[src/hdl/bre_pkg.sv]
// shared types and constants of the byte rate meter
`default_nettype none

package bre_pkg;

   // field widths
   localparam int COUNT_W = 32;
   localparam int TIME_W  = 63;
   localparam int RATE_W  = 32;
   localparam int UNIT_W  = 2;
   localparam int WHOLE_W = 12;
   localparam int TENTH_W = 4;

   // rate arithmetic
   localparam int US_W       = 20;
   localparam logic [US_W-1:0] US_PER_S = 20'd1000000;
   localparam int DIVIDEND_W = COUNT_W + US_W;
   localparam int DIVISOR_W  = TIME_W;

   // unit split
   localparam int KIB_SHIFT  = 10;
   localparam int MIB_SHIFT  = 20;
   localparam int DIGIT_W    = 16;
   localparam int RECIP_W    = 17;
   localparam logic [RECIP_W-1:0] RECIP_TEN = 17'd52429;
   localparam int RECIP_SHIFT = 19;

   localparam logic [UNIT_W-1:0] UNIT_B = 2'd0;
   localparam logic [UNIT_W-1:0] UNIT_K = 2'd1;
   localparam logic [UNIT_W-1:0] UNIT_M = 2'd2;

   typedef enum logic [2:0] {
      ST_IDLE,
      ST_MUL,
      ST_START,
      ST_DIV,
      ST_SMOOTH,
      ST_SPLIT,
      ST_DONE
   } seq_state_type;

endpackage

`default_nettype wire

[src/hdl/bre_ifs.sv]
// sample and result channel interfaces of the byte rate meter
`default_nettype none

interface bre_req_if;
   logic                        valid;
   logic                        ready;
   logic [bre_pkg::COUNT_W-1:0] down_count;
   logic [bre_pkg::COUNT_W-1:0] up_count;
   logic [bre_pkg::TIME_W-1:0]  now_us;
   logic                        bridge_on;

   modport source (output valid, down_count, up_count, now_us, bridge_on, input ready);
   modport sink   (input valid, down_count, up_count, now_us, bridge_on, output ready);
endinterface

interface bre_rsp_if;
   logic                        valid;
   logic                        ready;
   logic                        active;
   logic [bre_pkg::RATE_W-1:0]  down_smoothed;
   logic [bre_pkg::RATE_W-1:0]  up_smoothed;
   logic [bre_pkg::UNIT_W-1:0]  down_unit;
   logic [bre_pkg::WHOLE_W-1:0] down_whole;
   logic [bre_pkg::TENTH_W-1:0] down_tenth;
   logic [bre_pkg::UNIT_W-1:0]  up_unit;
   logic [bre_pkg::WHOLE_W-1:0] up_whole;
   logic [bre_pkg::TENTH_W-1:0] up_tenth;

   modport source (output valid, active, down_smoothed, up_smoothed, down_unit, down_whole,
                   down_tenth, up_unit, up_whole, up_tenth, input ready);
   modport sink   (input valid, active, down_smoothed, up_smoothed, down_unit, down_whole,
                   down_tenth, up_unit, up_whole, up_tenth, output ready);
endinterface

`default_nettype wire

[src/hdl/bre_div.sv]
// iterative restoring divider, one quotient bit per cycle
`default_nettype none

module bre_div (
   input  logic                          clock,
   input  logic                          reset,
   input  logic                          start,
   input  logic [bre_pkg::DIVIDEND_W-1:0] dividend,
   input  logic [bre_pkg::DIVISOR_W-1:0]  divisor,
   output logic                          done,
   output logic [bre_pkg::DIVIDEND_W-1:0] quotient
);

   localparam int NW  = bre_pkg::DIVIDEND_W;
   localparam int DW  = bre_pkg::DIVISOR_W;
   localparam int CW  = $clog2(NW + 1);
   localparam logic [CW-1:0] LAST = CW'(NW - 1);

   logic          busy_ff, busy_in;
   logic          done_ff, done_in;
   logic [CW-1:0] count_ff, count_in;
   logic [DW-1:0] rem_ff, rem_in;
   logic [NW-1:0] quot_ff, quot_in;

   logic [DW:0]   rem_sh;
   logic [DW+1:0] diff;
   logic          fits;

   // shift in the next dividend bit and try the subtract
   always_comb begin
      rem_sh = {rem_ff, quot_ff[NW-1]};
      diff   = {1'b0, rem_sh} - {2'b00, divisor};
      fits   = !diff[DW+1];
   end

   always_comb begin
      busy_in  = busy_ff;
      done_in  = 1'b0;
      count_in = count_ff;
      rem_in   = rem_ff;
      quot_in  = quot_ff;
      if (start) begin
         busy_in  = 1'b1;
         count_in = '0;
         rem_in   = '0;
         quot_in  = dividend;
      end else if (busy_ff) begin
         rem_in   = fits ? diff[DW-1:0] : rem_sh[DW-1:0];
         quot_in  = {quot_ff[NW-2:0], fits};
         count_in = count_ff + 1'b1;
         if (count_ff == LAST) begin
            busy_in = 1'b0;
            done_in = 1'b1;
         end
      end
   end

   always_ff @(posedge clock) begin
      if (reset) begin
         busy_ff  <= 1'b0;
         done_ff  <= 1'b0;
         count_ff <= '0;
      end else begin
         busy_ff  <= busy_in;
         done_ff  <= done_in;
         count_ff <= count_in;
      end
   end

   always_ff @(posedge clock) begin
      rem_ff  <= rem_in;
      quot_ff <= quot_in;
   end

   assign done     = done_ff;
   assign quotient = quot_ff;

endmodule

`default_nettype wire

[src/hdl/bre_split.sv]
// splits a rate into unit, whole part and tenths via a register
`default_nettype none

module bre_split (
   input  logic                        clock,
   input  logic                        load,
   input  logic [bre_pkg::RATE_W-1:0]  rate,
   output logic [bre_pkg::UNIT_W-1:0]  unit,
   output logic [bre_pkg::WHOLE_W-1:0] whole,
   output logic [bre_pkg::TENTH_W-1:0] tenth
);

   localparam int RW  = bre_pkg::RATE_W;
   localparam int TW  = bre_pkg::DIGIT_W;
   localparam int PW  = TW + bre_pkg::RECIP_W;
   localparam int WW  = bre_pkg::WHOLE_W;
   localparam int KS  = bre_pkg::KIB_SHIFT;
   localparam int MS  = bre_pkg::MIB_SHIFT;
   localparam int RS  = bre_pkg::RECIP_SHIFT;

   logic [bre_pkg::UNIT_W-1:0] unit_ff, unit_in;
   logic [TW-1:0]              t_ff, t_in;

   logic [RW+3:0] rate_x10;
   logic [PW-1:0] prod;
   logic [WW-1:0] quo;
   logic [TW-1:0] quo_x10;
   logic [TW-1:0] rem;

   // first step: unit and value (rate or rate * 10 >> shift)
   always_comb begin
      rate_x10 = {rate, 3'b000} + {2'b00, rate, 1'b0};
      if (rate[RW-1:KS] == '0) begin
         unit_in = bre_pkg::UNIT_B;
         t_in    = TW'(rate);
      end else if (rate[RW-1:MS] == '0) begin
         unit_in = bre_pkg::UNIT_K;
         t_in    = rate_x10[KS+TW-1:KS];
      end else begin
         unit_in = bre_pkg::UNIT_M;
         t_in    = rate_x10[MS+TW-1:MS];
      end
   end

   always_ff @(posedge clock) begin
      if (load) begin
         unit_ff <= unit_in;
         t_ff    <= t_in;
      end
   end

   // second step: divide by ten through the reciprocal
   always_comb begin
      prod    = PW'(t_ff) * PW'(bre_pkg::RECIP_TEN);
      quo     = prod[RS+WW-1:RS];
      quo_x10 = {quo, 3'b000} + {quo, 1'b0};
      rem     = t_ff - quo_x10;
   end

   always_comb begin
      unit = unit_ff;
      if (unit_ff == bre_pkg::UNIT_B) begin
         whole = t_ff[WW-1:0];
         tenth = '0;
      end else begin
         whole = quo;
         tenth = rem[bre_pkg::TENTH_W-1:0];
      end
   end

endmodule

`default_nettype wire

[src/hdl/byte_rate_ewma_meter_top.sv]
// top level of the smoothed byte rate meter
//
// usage
//   req_bus carries one sample per beat: the two wrapping byte counters, a
//   microsecond timestamp and the bridge_on flag. rsp_bus returns exactly one
//   result beat per sample, in order
//   with bridge_on high the block works out both raw rates (delta * 1e6 /
//   elapsed us, saturated to 32 bits, zero when time did not advance),
//   folds each into a 7/8 old + 1/8 new average and splits it into unit,
//   whole part and tenths. with bridge_on low the state is kept and an all
//   zero result with active low comes back
//   one sample at a time: req_bus.ready is high only while the sequencer idles
//   for an enabled sample the sequencer runs mul, start, div, smooth and split
//   once per channel, download first, on the shared 52-step divider; the divide
//   is skipped when time did not advance, and bridge_on low goes straight to done
//   the result sits in an output register, so a stalled receiver holds only
//   that beat; the next sample is accepted and worked on meanwhile, and its
//   result waits until the output register frees up
//   synchronous reset clears the sequencer, the stored counters, timestamp
//   and both averages, and drops rsp_bus.valid
`default_nettype none

module byte_rate_ewma_meter_top (
   input  logic      clock,
   input  logic      reset,
   bre_req_if.sink   req_bus,
   bre_rsp_if.source rsp_bus
);

   localparam int CW = bre_pkg::COUNT_W;
   localparam int TW = bre_pkg::TIME_W;
   localparam int RW = bre_pkg::RATE_W;
   localparam int NW = bre_pkg::DIVIDEND_W;

   bre_pkg::seq_state_type state_ff, state_in;

   // sequencer strobes
   logic req_ready;
   logic mul_en;
   logic div_start;
   logic smooth_en;
   logic split_cap;
   logic rsp_load;
   logic accept;

   // architectural state
   logic [CW-1:0] last_down_ff, last_down_in;
   logic [CW-1:0] last_up_ff, last_up_in;
   logic [TW-1:0] last_time_ff, last_time_in;
   logic [RW-1:0] avg_ff [0:1];
   logic [RW-1:0] avg_in;

   // per sample working registers
   logic          chan_ff, chan_in;
   logic          on_ff;
   logic          stall_ff;
   logic [CW-1:0] delta_ff [0:1];
   logic [TW-1:0] elapsed_ff, elapsed_in;
   logic [NW-1:0] dividend_ff, dividend_in;

   // assembled result, one slot per channel
   logic [RW-1:0]              res_smoothed_ff [0:1];
   logic [bre_pkg::UNIT_W-1:0] res_unit_ff [0:1];
   logic [bre_pkg::WHOLE_W-1:0] res_whole_ff [0:1];
   logic [bre_pkg::TENTH_W-1:0] res_tenth_ff [0:1];

   // output register
   logic rsp_valid_ff, rsp_valid_in;

   // divider and split unit
   logic                        div_done;
   logic [NW-1:0]               quotient;
   logic [RW-1:0]               sample;
   logic [RW+2:0]               avg_sum;
   logic [bre_pkg::UNIT_W-1:0]  split_unit;
   logic [bre_pkg::WHOLE_W-1:0] split_whole;
   logic [bre_pkg::TENTH_W-1:0] split_tenth;

   //--------------------------------------------------------------------------
   // sequencer
   //--------------------------------------------------------------------------
   always_comb begin
      state_in = state_ff;
      unique case (state_ff)
         bre_pkg::ST_IDLE: begin
            if (req_bus.valid) begin
               state_in = req_bus.bridge_on ? bre_pkg::ST_MUL : bre_pkg::ST_DONE;
            end
         end
         bre_pkg::ST_MUL: begin
            // no elapsed time means a zero rate, skip the divide
            state_in = stall_ff ? bre_pkg::ST_SMOOTH : bre_pkg::ST_START;
         end
         bre_pkg::ST_START: begin
            state_in = bre_pkg::ST_DIV;
         end
         bre_pkg::ST_DIV: begin
            if (div_done) begin
               state_in = bre_pkg::ST_SMOOTH;
            end
         end
         bre_pkg::ST_SMOOTH: begin
            state_in = bre_pkg::ST_SPLIT;
         end
         bre_pkg::ST_SPLIT: begin
            state_in = chan_ff ? bre_pkg::ST_DONE : bre_pkg::ST_MUL;
         end
         bre_pkg::ST_DONE: begin
            if (rsp_load) begin
               state_in = bre_pkg::ST_IDLE;
            end
         end
         default: begin
            state_in = bre_pkg::ST_IDLE;
         end
      endcase
   end

   always_comb begin
      req_ready = 1'b0;
      mul_en    = 1'b0;
      div_start = 1'b0;
      smooth_en = 1'b0;
      split_cap = 1'b0;
      rsp_load  = 1'b0;
      unique case (state_ff)
         bre_pkg::ST_IDLE:   req_ready = 1'b1;
         bre_pkg::ST_MUL:    mul_en    = 1'b1;
         bre_pkg::ST_START:  div_start = 1'b1;
         bre_pkg::ST_DIV:    ;
         bre_pkg::ST_SMOOTH: smooth_en = 1'b1;
         bre_pkg::ST_SPLIT:  split_cap = 1'b1;
         bre_pkg::ST_DONE:   rsp_load  = !rsp_valid_ff || rsp_bus.ready;
         default:            ;
      endcase
   end

   assign accept = req_ready && req_bus.valid;

   always_ff @(posedge clock) begin
      if (reset) begin
         state_ff <= bre_pkg::ST_IDLE;
      end else begin
         state_ff <= state_in;
      end
   end

   //--------------------------------------------------------------------------
   // sample intake: deltas, elapsed time, stored counters
   //--------------------------------------------------------------------------
   always_comb begin
      last_down_in = last_down_ff;
      last_up_in   = last_up_ff;
      last_time_in = last_time_ff;
      if (accept && req_bus.bridge_on) begin
         last_down_in = req_bus.down_count;
         last_up_in   = req_bus.up_count;
         last_time_in = req_bus.now_us;
      end
   end

   // time that did not move forward counts as no elapsed time
   assign elapsed_in = (req_bus.now_us > last_time_ff) ? (req_bus.now_us - last_time_ff) : '0;

   always_ff @(posedge clock) begin
      if (reset) begin
         last_down_ff <= '0;
         last_up_ff   <= '0;
         last_time_ff <= '0;
      end else begin
         last_down_ff <= last_down_in;
         last_up_ff   <= last_up_in;
         last_time_ff <= last_time_in;
      end
   end

   always_ff @(posedge clock) begin
      if (accept) begin
         on_ff       <= req_bus.bridge_on;
         delta_ff[0] <= req_bus.down_count - last_down_ff;
         delta_ff[1] <= req_bus.up_count - last_up_ff;
         elapsed_ff  <= elapsed_in;
         stall_ff    <= (elapsed_in == '0);
      end
   end

   // channel pointer: download first, then upload
   always_comb begin
      chan_in = chan_ff;
      if (accept) begin
         chan_in = 1'b0;
      end else if (split_cap) begin
         chan_in = 1'b1;
      end
   end

   always_ff @(posedge clock) begin
      if (reset) begin
         chan_ff <= 1'b0;
      end else begin
         chan_ff <= chan_in;
      end
   end

   //--------------------------------------------------------------------------
   // raw rate: delta * 1e6, then the shared divider
   //--------------------------------------------------------------------------
   assign dividend_in = NW'(delta_ff[chan_ff]) * NW'(bre_pkg::US_PER_S);

   always_ff @(posedge clock) begin
      if (mul_en) begin
         dividend_ff <= dividend_in;
      end
   end

   bre_div u_div (
      .clock    (clock),
      .reset    (reset),
      .start    (div_start),
      .dividend (dividend_ff),
      .divisor  (elapsed_ff),
      .done     (div_done),
      .quotient (quotient)
   );

   // saturate to 32 bits, zero rate when time stood still
   always_comb begin
      if (stall_ff) begin
         sample = '0;
      end else if (quotient[NW-1:RW] != '0) begin
         sample = '1;
      end else begin
         sample = quotient[RW-1:0];
      end
   end

   //--------------------------------------------------------------------------
   // smoothing: (7 * old + new) / 8
   //--------------------------------------------------------------------------
   always_comb begin
      avg_sum = {avg_ff[chan_ff], 3'b000} - {3'b000, avg_ff[chan_ff]} + {3'b000, sample};
      avg_in  = avg_sum[RW+2:3];
   end

   always_ff @(posedge clock) begin
      if (reset) begin
         avg_ff[0] <= '0;
         avg_ff[1] <= '0;
      end else if (smooth_en) begin
         avg_ff[chan_ff] <= avg_in;
      end
   end

   bre_split u_split (
      .clock (clock),
      .load  (smooth_en),
      .rate  (avg_in),
      .unit  (split_unit),
      .whole (split_whole),
      .tenth (split_tenth)
   );

   always_ff @(posedge clock) begin
      if (smooth_en) begin
         res_smoothed_ff[chan_ff] <= avg_in;
      end
      if (split_cap) begin
         res_unit_ff[chan_ff]  <= split_unit;
         res_whole_ff[chan_ff] <= split_whole;
         res_tenth_ff[chan_ff] <= split_tenth;
      end
   end

   //--------------------------------------------------------------------------
   // output register; an idle sample reports all zeros
   //--------------------------------------------------------------------------
   always_comb begin
      rsp_valid_in = rsp_valid_ff;
      if (rsp_load) begin
         rsp_valid_in = 1'b1;
      end else if (rsp_bus.ready) begin
         rsp_valid_in = 1'b0;
      end
   end

   always_ff @(posedge clock) begin
      if (reset) begin
         rsp_valid_ff <= 1'b0;
      end else begin
         rsp_valid_ff <= rsp_valid_in;
      end
   end

   always_ff @(posedge clock) begin
      if (rsp_load) begin
         rsp_bus.active        <= on_ff;
         rsp_bus.down_smoothed <= on_ff ? res_smoothed_ff[0] : '0;
         rsp_bus.up_smoothed   <= on_ff ? res_smoothed_ff[1] : '0;
         rsp_bus.down_unit     <= on_ff ? res_unit_ff[0] : bre_pkg::UNIT_B;
         rsp_bus.down_whole    <= on_ff ? res_whole_ff[0] : '0;
         rsp_bus.down_tenth    <= on_ff ? res_tenth_ff[0] : '0;
         rsp_bus.up_unit       <= on_ff ? res_unit_ff[1] : bre_pkg::UNIT_B;
         rsp_bus.up_whole      <= on_ff ? res_whole_ff[1] : '0;
         rsp_bus.up_tenth      <= on_ff ? res_tenth_ff[1] : '0;
      end
   end

   assign rsp_bus.valid = rsp_valid_ff;
   assign req_bus.ready = req_ready;

endmodule

`default_nettype wire

[src/flat_wrapper.sv]
// flat-port wrapper written by rule: the top's interface ports become plain ports
module byte_rate_ewma_meter_top_flat 
  (clock, reset, req_bus_valid, req_bus_down_count, req_bus_up_count, req_bus_now_us, req_bus_bridge_on, req_bus_ready, rsp_bus_valid, rsp_bus_active, rsp_bus_down_smoothed, rsp_bus_up_smoothed, rsp_bus_down_unit, rsp_bus_down_whole, rsp_bus_down_tenth, rsp_bus_up_unit, rsp_bus_up_whole, rsp_bus_up_tenth, rsp_bus_ready);
  bre_req_if req_bus_i ();
  bre_rsp_if rsp_bus_i ();
  input  logic clock;
  input  logic reset;
  input wire logic [$bits(req_bus_i.valid)-1:0] req_bus_valid;
  input wire logic [$bits(req_bus_i.down_count)-1:0] req_bus_down_count;
  input wire logic [$bits(req_bus_i.up_count)-1:0] req_bus_up_count;
  input wire logic [$bits(req_bus_i.now_us)-1:0] req_bus_now_us;
  input wire logic [$bits(req_bus_i.bridge_on)-1:0] req_bus_bridge_on;
  output wire logic [$bits(req_bus_i.ready)-1:0] req_bus_ready;
  output wire logic [$bits(rsp_bus_i.valid)-1:0] rsp_bus_valid;
  output wire logic [$bits(rsp_bus_i.active)-1:0] rsp_bus_active;
  output wire logic [$bits(rsp_bus_i.down_smoothed)-1:0] rsp_bus_down_smoothed;
  output wire logic [$bits(rsp_bus_i.up_smoothed)-1:0] rsp_bus_up_smoothed;
  output wire logic [$bits(rsp_bus_i.down_unit)-1:0] rsp_bus_down_unit;
  output wire logic [$bits(rsp_bus_i.down_whole)-1:0] rsp_bus_down_whole;
  output wire logic [$bits(rsp_bus_i.down_tenth)-1:0] rsp_bus_down_tenth;
  output wire logic [$bits(rsp_bus_i.up_unit)-1:0] rsp_bus_up_unit;
  output wire logic [$bits(rsp_bus_i.up_whole)-1:0] rsp_bus_up_whole;
  output wire logic [$bits(rsp_bus_i.up_tenth)-1:0] rsp_bus_up_tenth;
  input wire logic [$bits(rsp_bus_i.ready)-1:0] rsp_bus_ready;
  assign req_bus_i.valid = req_bus_valid;
  assign req_bus_i.down_count = req_bus_down_count;
  assign req_bus_i.up_count = req_bus_up_count;
  assign req_bus_i.now_us = req_bus_now_us;
  assign req_bus_i.bridge_on = req_bus_bridge_on;
  assign req_bus_ready = req_bus_i.ready;
  assign rsp_bus_valid = rsp_bus_i.valid;
  assign rsp_bus_active = rsp_bus_i.active;
  assign rsp_bus_down_smoothed = rsp_bus_i.down_smoothed;
  assign rsp_bus_up_smoothed = rsp_bus_i.up_smoothed;
  assign rsp_bus_down_unit = rsp_bus_i.down_unit;
  assign rsp_bus_down_whole = rsp_bus_i.down_whole;
  assign rsp_bus_down_tenth = rsp_bus_i.down_tenth;
  assign rsp_bus_up_unit = rsp_bus_i.up_unit;
  assign rsp_bus_up_whole = rsp_bus_i.up_whole;
  assign rsp_bus_up_tenth = rsp_bus_i.up_tenth;
  assign rsp_bus_i.ready = rsp_bus_ready;
  byte_rate_ewma_meter_top u_core (.clock(clock), .reset(reset), .req_bus(req_bus_i), .rsp_bus(rsp_bus_i));
endmodule
[config.mk]
export PLATFORM = sky130hd
export DESIGN_NAME = byte_rate_ewma_meter_top_flat
export DESIGN_NICKNAME = d
export VERILOG_FILES = /design/src/hdl/bre_pkg.sv /design/src/hdl/bre_ifs.sv /design/src/hdl/bre_div.sv /design/src/hdl/bre_split.sv /design/src/hdl/byte_rate_ewma_meter_top.sv /design/src/flat_wrapper.sv
export SDC_FILE = /design/constraint.sdc
export NUM_CORES = 2
export LEC_CHECK = 0
export BUFFER_PORTS_ARGS = -buffer_cell sky130_fd_sc_hd__buf_2
export CORE_AREA = 2 2 344 346
export DETAILED_ROUTE_END_ITERATION = 10
export DIE_AREA = 0 0 346 348
export PLACE_DENSITY = 0.67
export REMOVE_ABC_BUFFERS = 1
export SYNTH_ARGS = -nofsm -noshare
export SYNTH_HDL_FRONTEND = slang
export SYNTH_HIERARCHICAL = 1
export SYNTH_SLANG_ARGS = --single-unit
[constraint.sdc]
create_clock -name clock -period 32.3 [get_ports clock]
set_input_delay 3.23 -clock clock [delete_from_list [all_inputs] [get_ports clock]]
set_output_delay 3.23 -clock clock [all_outputs]
set_load 0.02 [all_outputs]
After elaboration in Yosys (flattened, before gate mapping) --
Memories as Yosys holds them, arrays and structs flattened. A register that Yosys moved wholly into a read port is not among the register bits. Index checks and enable logic that the tools add are counted.
Word-level totals: memories kept 6, latch bits 0, ROM bits 0, flip-flop bits (word level) 385, bits of input ports 132, RAM bits 228, output and inout port bits 103, logic and storage cells 122
Operators by class: reduce and logical (&&, ||, !) cells 26, multiplexer cells 47, multipliers 2, eq/ne operators 10, magnitude comparators 1, shifts and indexed selects 0, bitwise logic cells 1, add/sub/neg operators 10, div/mod/pow operators 0
Memory list:
- u_core.avg_ff | words 2, width 32, rd ports 1, clocked after memory_dff 1, write ports 2, line byte_rate_ewma_meter_top.sv:50 | logic [RW-1:0] avg_ff [0:1];
- u_core.delta_ff | words 2, width 32, rd ports 1, clocked after memory_dff 1, write ports 2, line byte_rate_ewma_meter_top.sv:57 | logic [CW-1:0] delta_ff [0:1];
- u_core.res_smoothed_ff | words 2, width 32, rd ports 2, clocked after memory_dff 2, write ports 1, line byte_rate_ewma_meter_top.sv:62 | logic [RW-1:0] res_smoothed_ff [0:1];
- u_core.res_whole_ff | words 2, width 12, rd ports 2, clocked after memory_dff 2, write ports 1, line byte_rate_ewma_meter_top.sv:64 | logic [bre_pkg::WHOLE_W-1:0] res_whole_ff [0:1];
- u_core.res_tenth_ff | words 2, width 4, rd ports 2, clocked after memory_dff 2, write ports 1, line byte_rate_ewma_meter_top.sv:65 | logic [bre_pkg::TENTH_W-1:0] res_tenth_ff [0:1];
- u_core.res_unit_ff | words 2, width 2, rd ports 2, clocked after memory_dff 2, write ports 1, line byte_rate_ewma_meter_top.sv:63 | logic [bre_pkg::UNIT_W-1:0] res_unit_ff [0:1];
Operator list (number):
- two-way mux 63 bit | 2
- two-way mux 52 bit | 2
- two-way mux 32 bit | 3
- subtractor 64 x 63 -> 65 bit | 1
- subtractor 32 bit | 2
- > comparator 63 bit | 1
- zero test 63 bit | 1
- subtractor 63 bit | 1
- multiplier 32 x 14 -> 46 bit (second input constant) | 1
- adder 35 x 33 -> 36 bit | 1
- adder 35 x 32 -> 35 bit | 1
- subtractor 35 x 32 -> 35 bit | 1
- two-way mux 16 bit | 2
- OR reduction 32 bit | 1
- multiplier 16 x 16 -> 31 bit (second input constant) | 1
- two-way mux 1 bit | 28
- zero test 22 bit | 1
- case mux 3 bit (7 select lines) | 1
- nonzero test 20 bit | 1
- two-way mux 3 bit | 6
- zero test 12 bit | 1
- two-way mux 12 bit | 1
- zero test 1 bit | 10
- equality test 3 bit (second input constant) | 3
- 19 further kinds | 24

Longest topological paths before layout --
word-level depth 7, gate-level depth with buffers 31, mapped depth without buffers 29

By module --
Netlist, hierarchy kept.
By module, submodules not included:
- byte_rate_ewma_meter_top | seq. area each 15875.2 sq um, area an instance 36475.0 sq um, times used 1, cells an instance 3567
- bre_div | seq. area each 2982.9 sq um, area an instance 9019.9 sq um, times used 1, cells an instance 1069
- bre_split | seq. area each 540.5 sq um, area an instance 6776.5 sq um, times used 1, cells an instance 754

Worst setup path after synthesis --
Ideal clock, no wire load.
path type input to register, start point in req_bus_valid, end point reg u_core.last_time_ff[37], data required time 32.168 ns, setup time 0.132 ns, path buffers 2, cell stages on the path 6, data arrival time 19.710 ns, slack 12.457 ns, cell sequence nor4b_1 -> nand2_1 -> clkbuf_1 -> clkbuf_1 -> nand2_1 -> a21oi_1
On the way: word-level cells in the longest chain between the ends 2
RTL lines:
- start: declaration | line flat_wrapper.sv:8 | input wire logic [$bits(req_bus_i.valid)-1:0] req_bus_valid;
- logical AND 1 bit | line byte_rate_ewma_meter_top.sv:138 | assign accept = req_ready && req_bus.valid;
- logical AND 1 bit | line byte_rate_ewma_meter_top.sv:155 | if (accept && req_bus.bridge_on) begin
- end signal: assignment | line byte_rate_ewma_meter_top.sv:173 | last_time_ff <= last_time_in;
- end: declaration | line byte_rate_ewma_meter_top.sv:49 | logic [TW-1:0] last_time_ff, last_time_in;
Every way passes these cells. A chain may end at the register's enable or synchronous reset.

==> flow_metrics.py <==
metrics = {
    "outcome": {
        "status": "complete, no violations",
    },
    "worst_setup_path": {
        "worst_setup_path_end_kind": "flip-flop",
        "path_max_fanout": 33,
        "worstSetupStartpointType": "flip-flop",
        "arrival_ps": 8310,
        "worstSetupPathType": "flip-flop to flip-flop",
        "critPathRequiredTime_ps": 32710,
    },
    "final_layout": {
        "areaGrowthSynthToFinish_pct": 10.3,
        "seq_area_um2": 19400,
        "multi_input_area_um2": 29300,
        "fin_cells": 7166,
        "finalNetCount": 6476,
        "drive_gt1_frac": 0.0934,
        "fill_cells": 10800,
        "design_area_um2": 57700,
    },
    "synthesis": {
        "async_flop_share": 0,
        "ys_seq_area_frac": 0.371,
        "syn_area_per_cell_um2": 9.70,
        "yosysWarningCount": 6,
        "syn_area_um2": 52300,
        "netlist_instances": 5390,
        "yosys_most_used_dff": "edfxtp_1",
        "ys_seq_elements": 714,
        "synth_top_cell_area_share": 0.293,
        "ys_types": 106,
        "synth_edf_count": 510,
        "yosys-top-cells-area": "edfxtp_1 (29%), ha_1 (13%), fa_1 (9.5%)",
        "synth_top_cell_by_area": "edfxtp_1",
    },
    "clock_network": {
        "cts_tree": "built",
        "clkLatencyLatePin_ps": 660,
        "cts_resized": 0,
        "cts.sinks": 714,
        "post_cts_buffers": 0,
        "clk_pin_slew_ps": 60,
        "hold_buffers": 0,
        "cts_buffer_depth": 3,
        "cts_inserted_buffers": 81,
        "root_buffer": "clkbuf_16",
        "htree_levels": 3,
    },
    "place": {
        "place_area_um2": 54900,
        "dp_hpwl_um": 94300,
        "gp_congestion": 0.927,
        "io_buffers": 234,
        "place_inst": 7016,
        "place_ws_ps": 24410,
    },
    "routing": {
        "drtPass1Iterations": 5,
        "num_vias": 37800,
        "drt-total-wl_um": 121000,
        "drt_iter0_drc": 2489,
        "wl_per_cell_um": 16.9,
        "ant_nets": 0,
        "via_per_inst": 5.27,
        "drc": 0,
    },
    "die": {
        "die_w_um": 346,
        "fp.coreArea_um2": 117000,
        "io_pins": 235,
        "num_rows": 126,
        "die_area_um2": 120000,
        "initial_core_util": 0.447,
        "die_y_um": 348,
    },
    "grt": {
        "grt_pass1_vias": 37200,
        "grt-busiest-layer": "met2",
        "overflow": 0,
        "use_met1": 0.274,
        "grt_max_degree": 102,
        "gr-usage-met3": 0.0241,
        "antenna_found_initial": 3,
        "met2_usage": 0.341,
        "grt_pass1_wl_um": 198000,
        "groute.usage.overall": 0.202,
    },
    "timing": {
        "finalSetupViolCount": 0,
        "final.setup.tns_ps": 0,
        "slew_headroom": 0.285,
        "setup_ws_ps": 24400,
        "finalCritPeriodShare": 0.245,
        "tightestPinTransition_ps": 1040,
        "final_max_slew_viol_count": 0,
        "post-route-min-period_ps": 7900,
        "rsz0062_at_grt": "false",
        "hold_viol_final": 0,
        "max_freq_mhz": 127,
        "timing.clock.skew_ps": 21.1,
    },
    "flow_run": {
        "cap_violations": 0,
    },
    "hold_path": {
        "holdCritPathClass": "flip-flop to flip-flop",
    },
}
[worst paths after layout]
kind         slack (ps)                     from                 endpoint  cells after the start
max               24400                flip-flop   u_core/dividend_ff[51]                     24
min                 450  u_core/last_down_ff[24]  u_core/last_down_ff[24]                      2
max reg2reg       24400                flip-flop   u_core/dividend_ff[51]                     24
min reg2reg         450  u_core/last_down_ff[24]  u_core/last_down_ff[24]                      2
[through the flow]
stage	hold slack, ps	util
global route	465	0.493
finish	453	0.493
CTS	455	0.493
detailed placement	446	0.469
global placement	441	0.469
floorplan	430	-
[synthesized netlist by cell type, types with 10 or more instances]
master	count
a31o_2	10
buf_1	14
xor2_1	96
a211oi_1	73
or2_2	19
clkbuf_1	132
dfxtp_1	204
o21ai_1	17
buf_2	16
nor4_1	23
o211ai_1	18
o31a_1	10
edfxtp_1	510
nor2_1	395
o31ai_1	12
nor3_1	68
mux2i_1	79
mux2_2	58
a211o_1	13
o21ai_0	183
inv_1	779
and2_1	115
o21bai_1	43
ha_1	533
nand2b_1	28
nand4_1	50
a21oi_1	464
nand2_1	473
nor2b_1	47
or3_1	12
xnor2_1	177
a41oi_1	10
fa_1	248
o21a_1	40
and4_1	13
and3_1	31
nand3_1	64
a31oi_1	24
a21o_1	119
[metal layers]
metal | vias up | part of all wire
li1 | 18900 | -
met1 | 17900 | 0.47
met2 | 816 | 0.47
met3 | 177 | 0.042
met4 | 2 | 0.027
met5 | - | 0.00016
[layout by cell type (no fill, tap or decap), types with 17 or more instances in the layout]
cell type,instances
ha_1,533
xnor2_1,177
fa_1,248
edfxtp_1,510
or2_2,19
nand3_1,64
a211oi_1,73
o21a_1,40
nor4_1,23
dfxtp_1,202
o21bai_1,43
clkbuf_16,83
and3_1,30
a21o_1,119
and2_1,114
inv_1,778
nor2_1,394
a21oi_1,464
xor2_1,96
buf_2,233
o21ai_1,17
nand2_1,471
nor3_1,67
nand2b_1,28
buf_4,24
a31oi_1,24
mux2i_1,79
nor2b_1,45
o211ai_1,18
o21ai_0,183
nand4_1,50
mux2_2,58
[logic make-up (layout without fill, tap and decap cells)]
logic type               count (synthesis)  in the layout  synth area share
AO/OA/AOI/OAI                         1151           1151             0.140
XOR/XNOR                               274            274            0.0462
flip-flops                             714            714             0.371
other                                    1              7         0.0000717
adder cells (fa/ha/maj)                781            781             0.223
AND/OR/NAND/NOR                       1380           1380             0.123
buffers and inverters                  952           1186            0.0698
multiplexers                           137            137            0.0276
[state kept, by name (all words and copies together) (netlist names), 24 cells and up, named ones only]
| register | cells |
|---|---|
| u_core/avg_ff | 64 |
| u_core/delta_ff | 64 |
| u_core/dividend_ff | 46 |
| u_core/elapsed_ff | 63 |
| u_core/last_down_ff | 32 |
| u_core/last_time_ff | 63 |
| u_core/last_up_ff | 32 |
| u_core/res_smoothed_ff | 64 |
| u_core/res_whole_ff | 24 |
| u_core/rsp_bus.down_smoothed | 32 |
| u_core/rsp_bus.up_smoothed | 32 |
| u_core/u_div/quotient | 52 |
| u_core/u_div/rem_ff | 63 |
[worst max-delay path, stage by stage (launching register included)]
cell	delay, ps
dfxtp_4	700
mux2i_1	800
inv_1	250
ha_1	380
fa_1	560
fa_1	430
fa_1	470
ha_1	280
inv_1	50
fa_1	500
inv_1	40
ha_1	360
a21oi_1	180
o21bai_1	80
a21o_1	170
a21o_1	160
a21oi_1	240
nor4b_1	260
a21oi_1	140
a41o_1	310
a211o_1	310
a211oi_1	450
nor2_1	90
a311oi_1	330
xnor2_1	110
[final cells by class]
type,count,share of cell area
Tap cell,1536,0.0333
Multi-Input combinational cell,3729,0.508
Clock buffer,96,0.0369
Sequential cell,714,0.336
Inverter,780,0.0508
Timing Repair Buffer,257,0.0233
Antenna cell,1,0.0000434
Clock inverter,53,0.0113
Power is not shown: default switching activity piles up to over one toggle a cycle in this logic, so the estimate is an artifact.
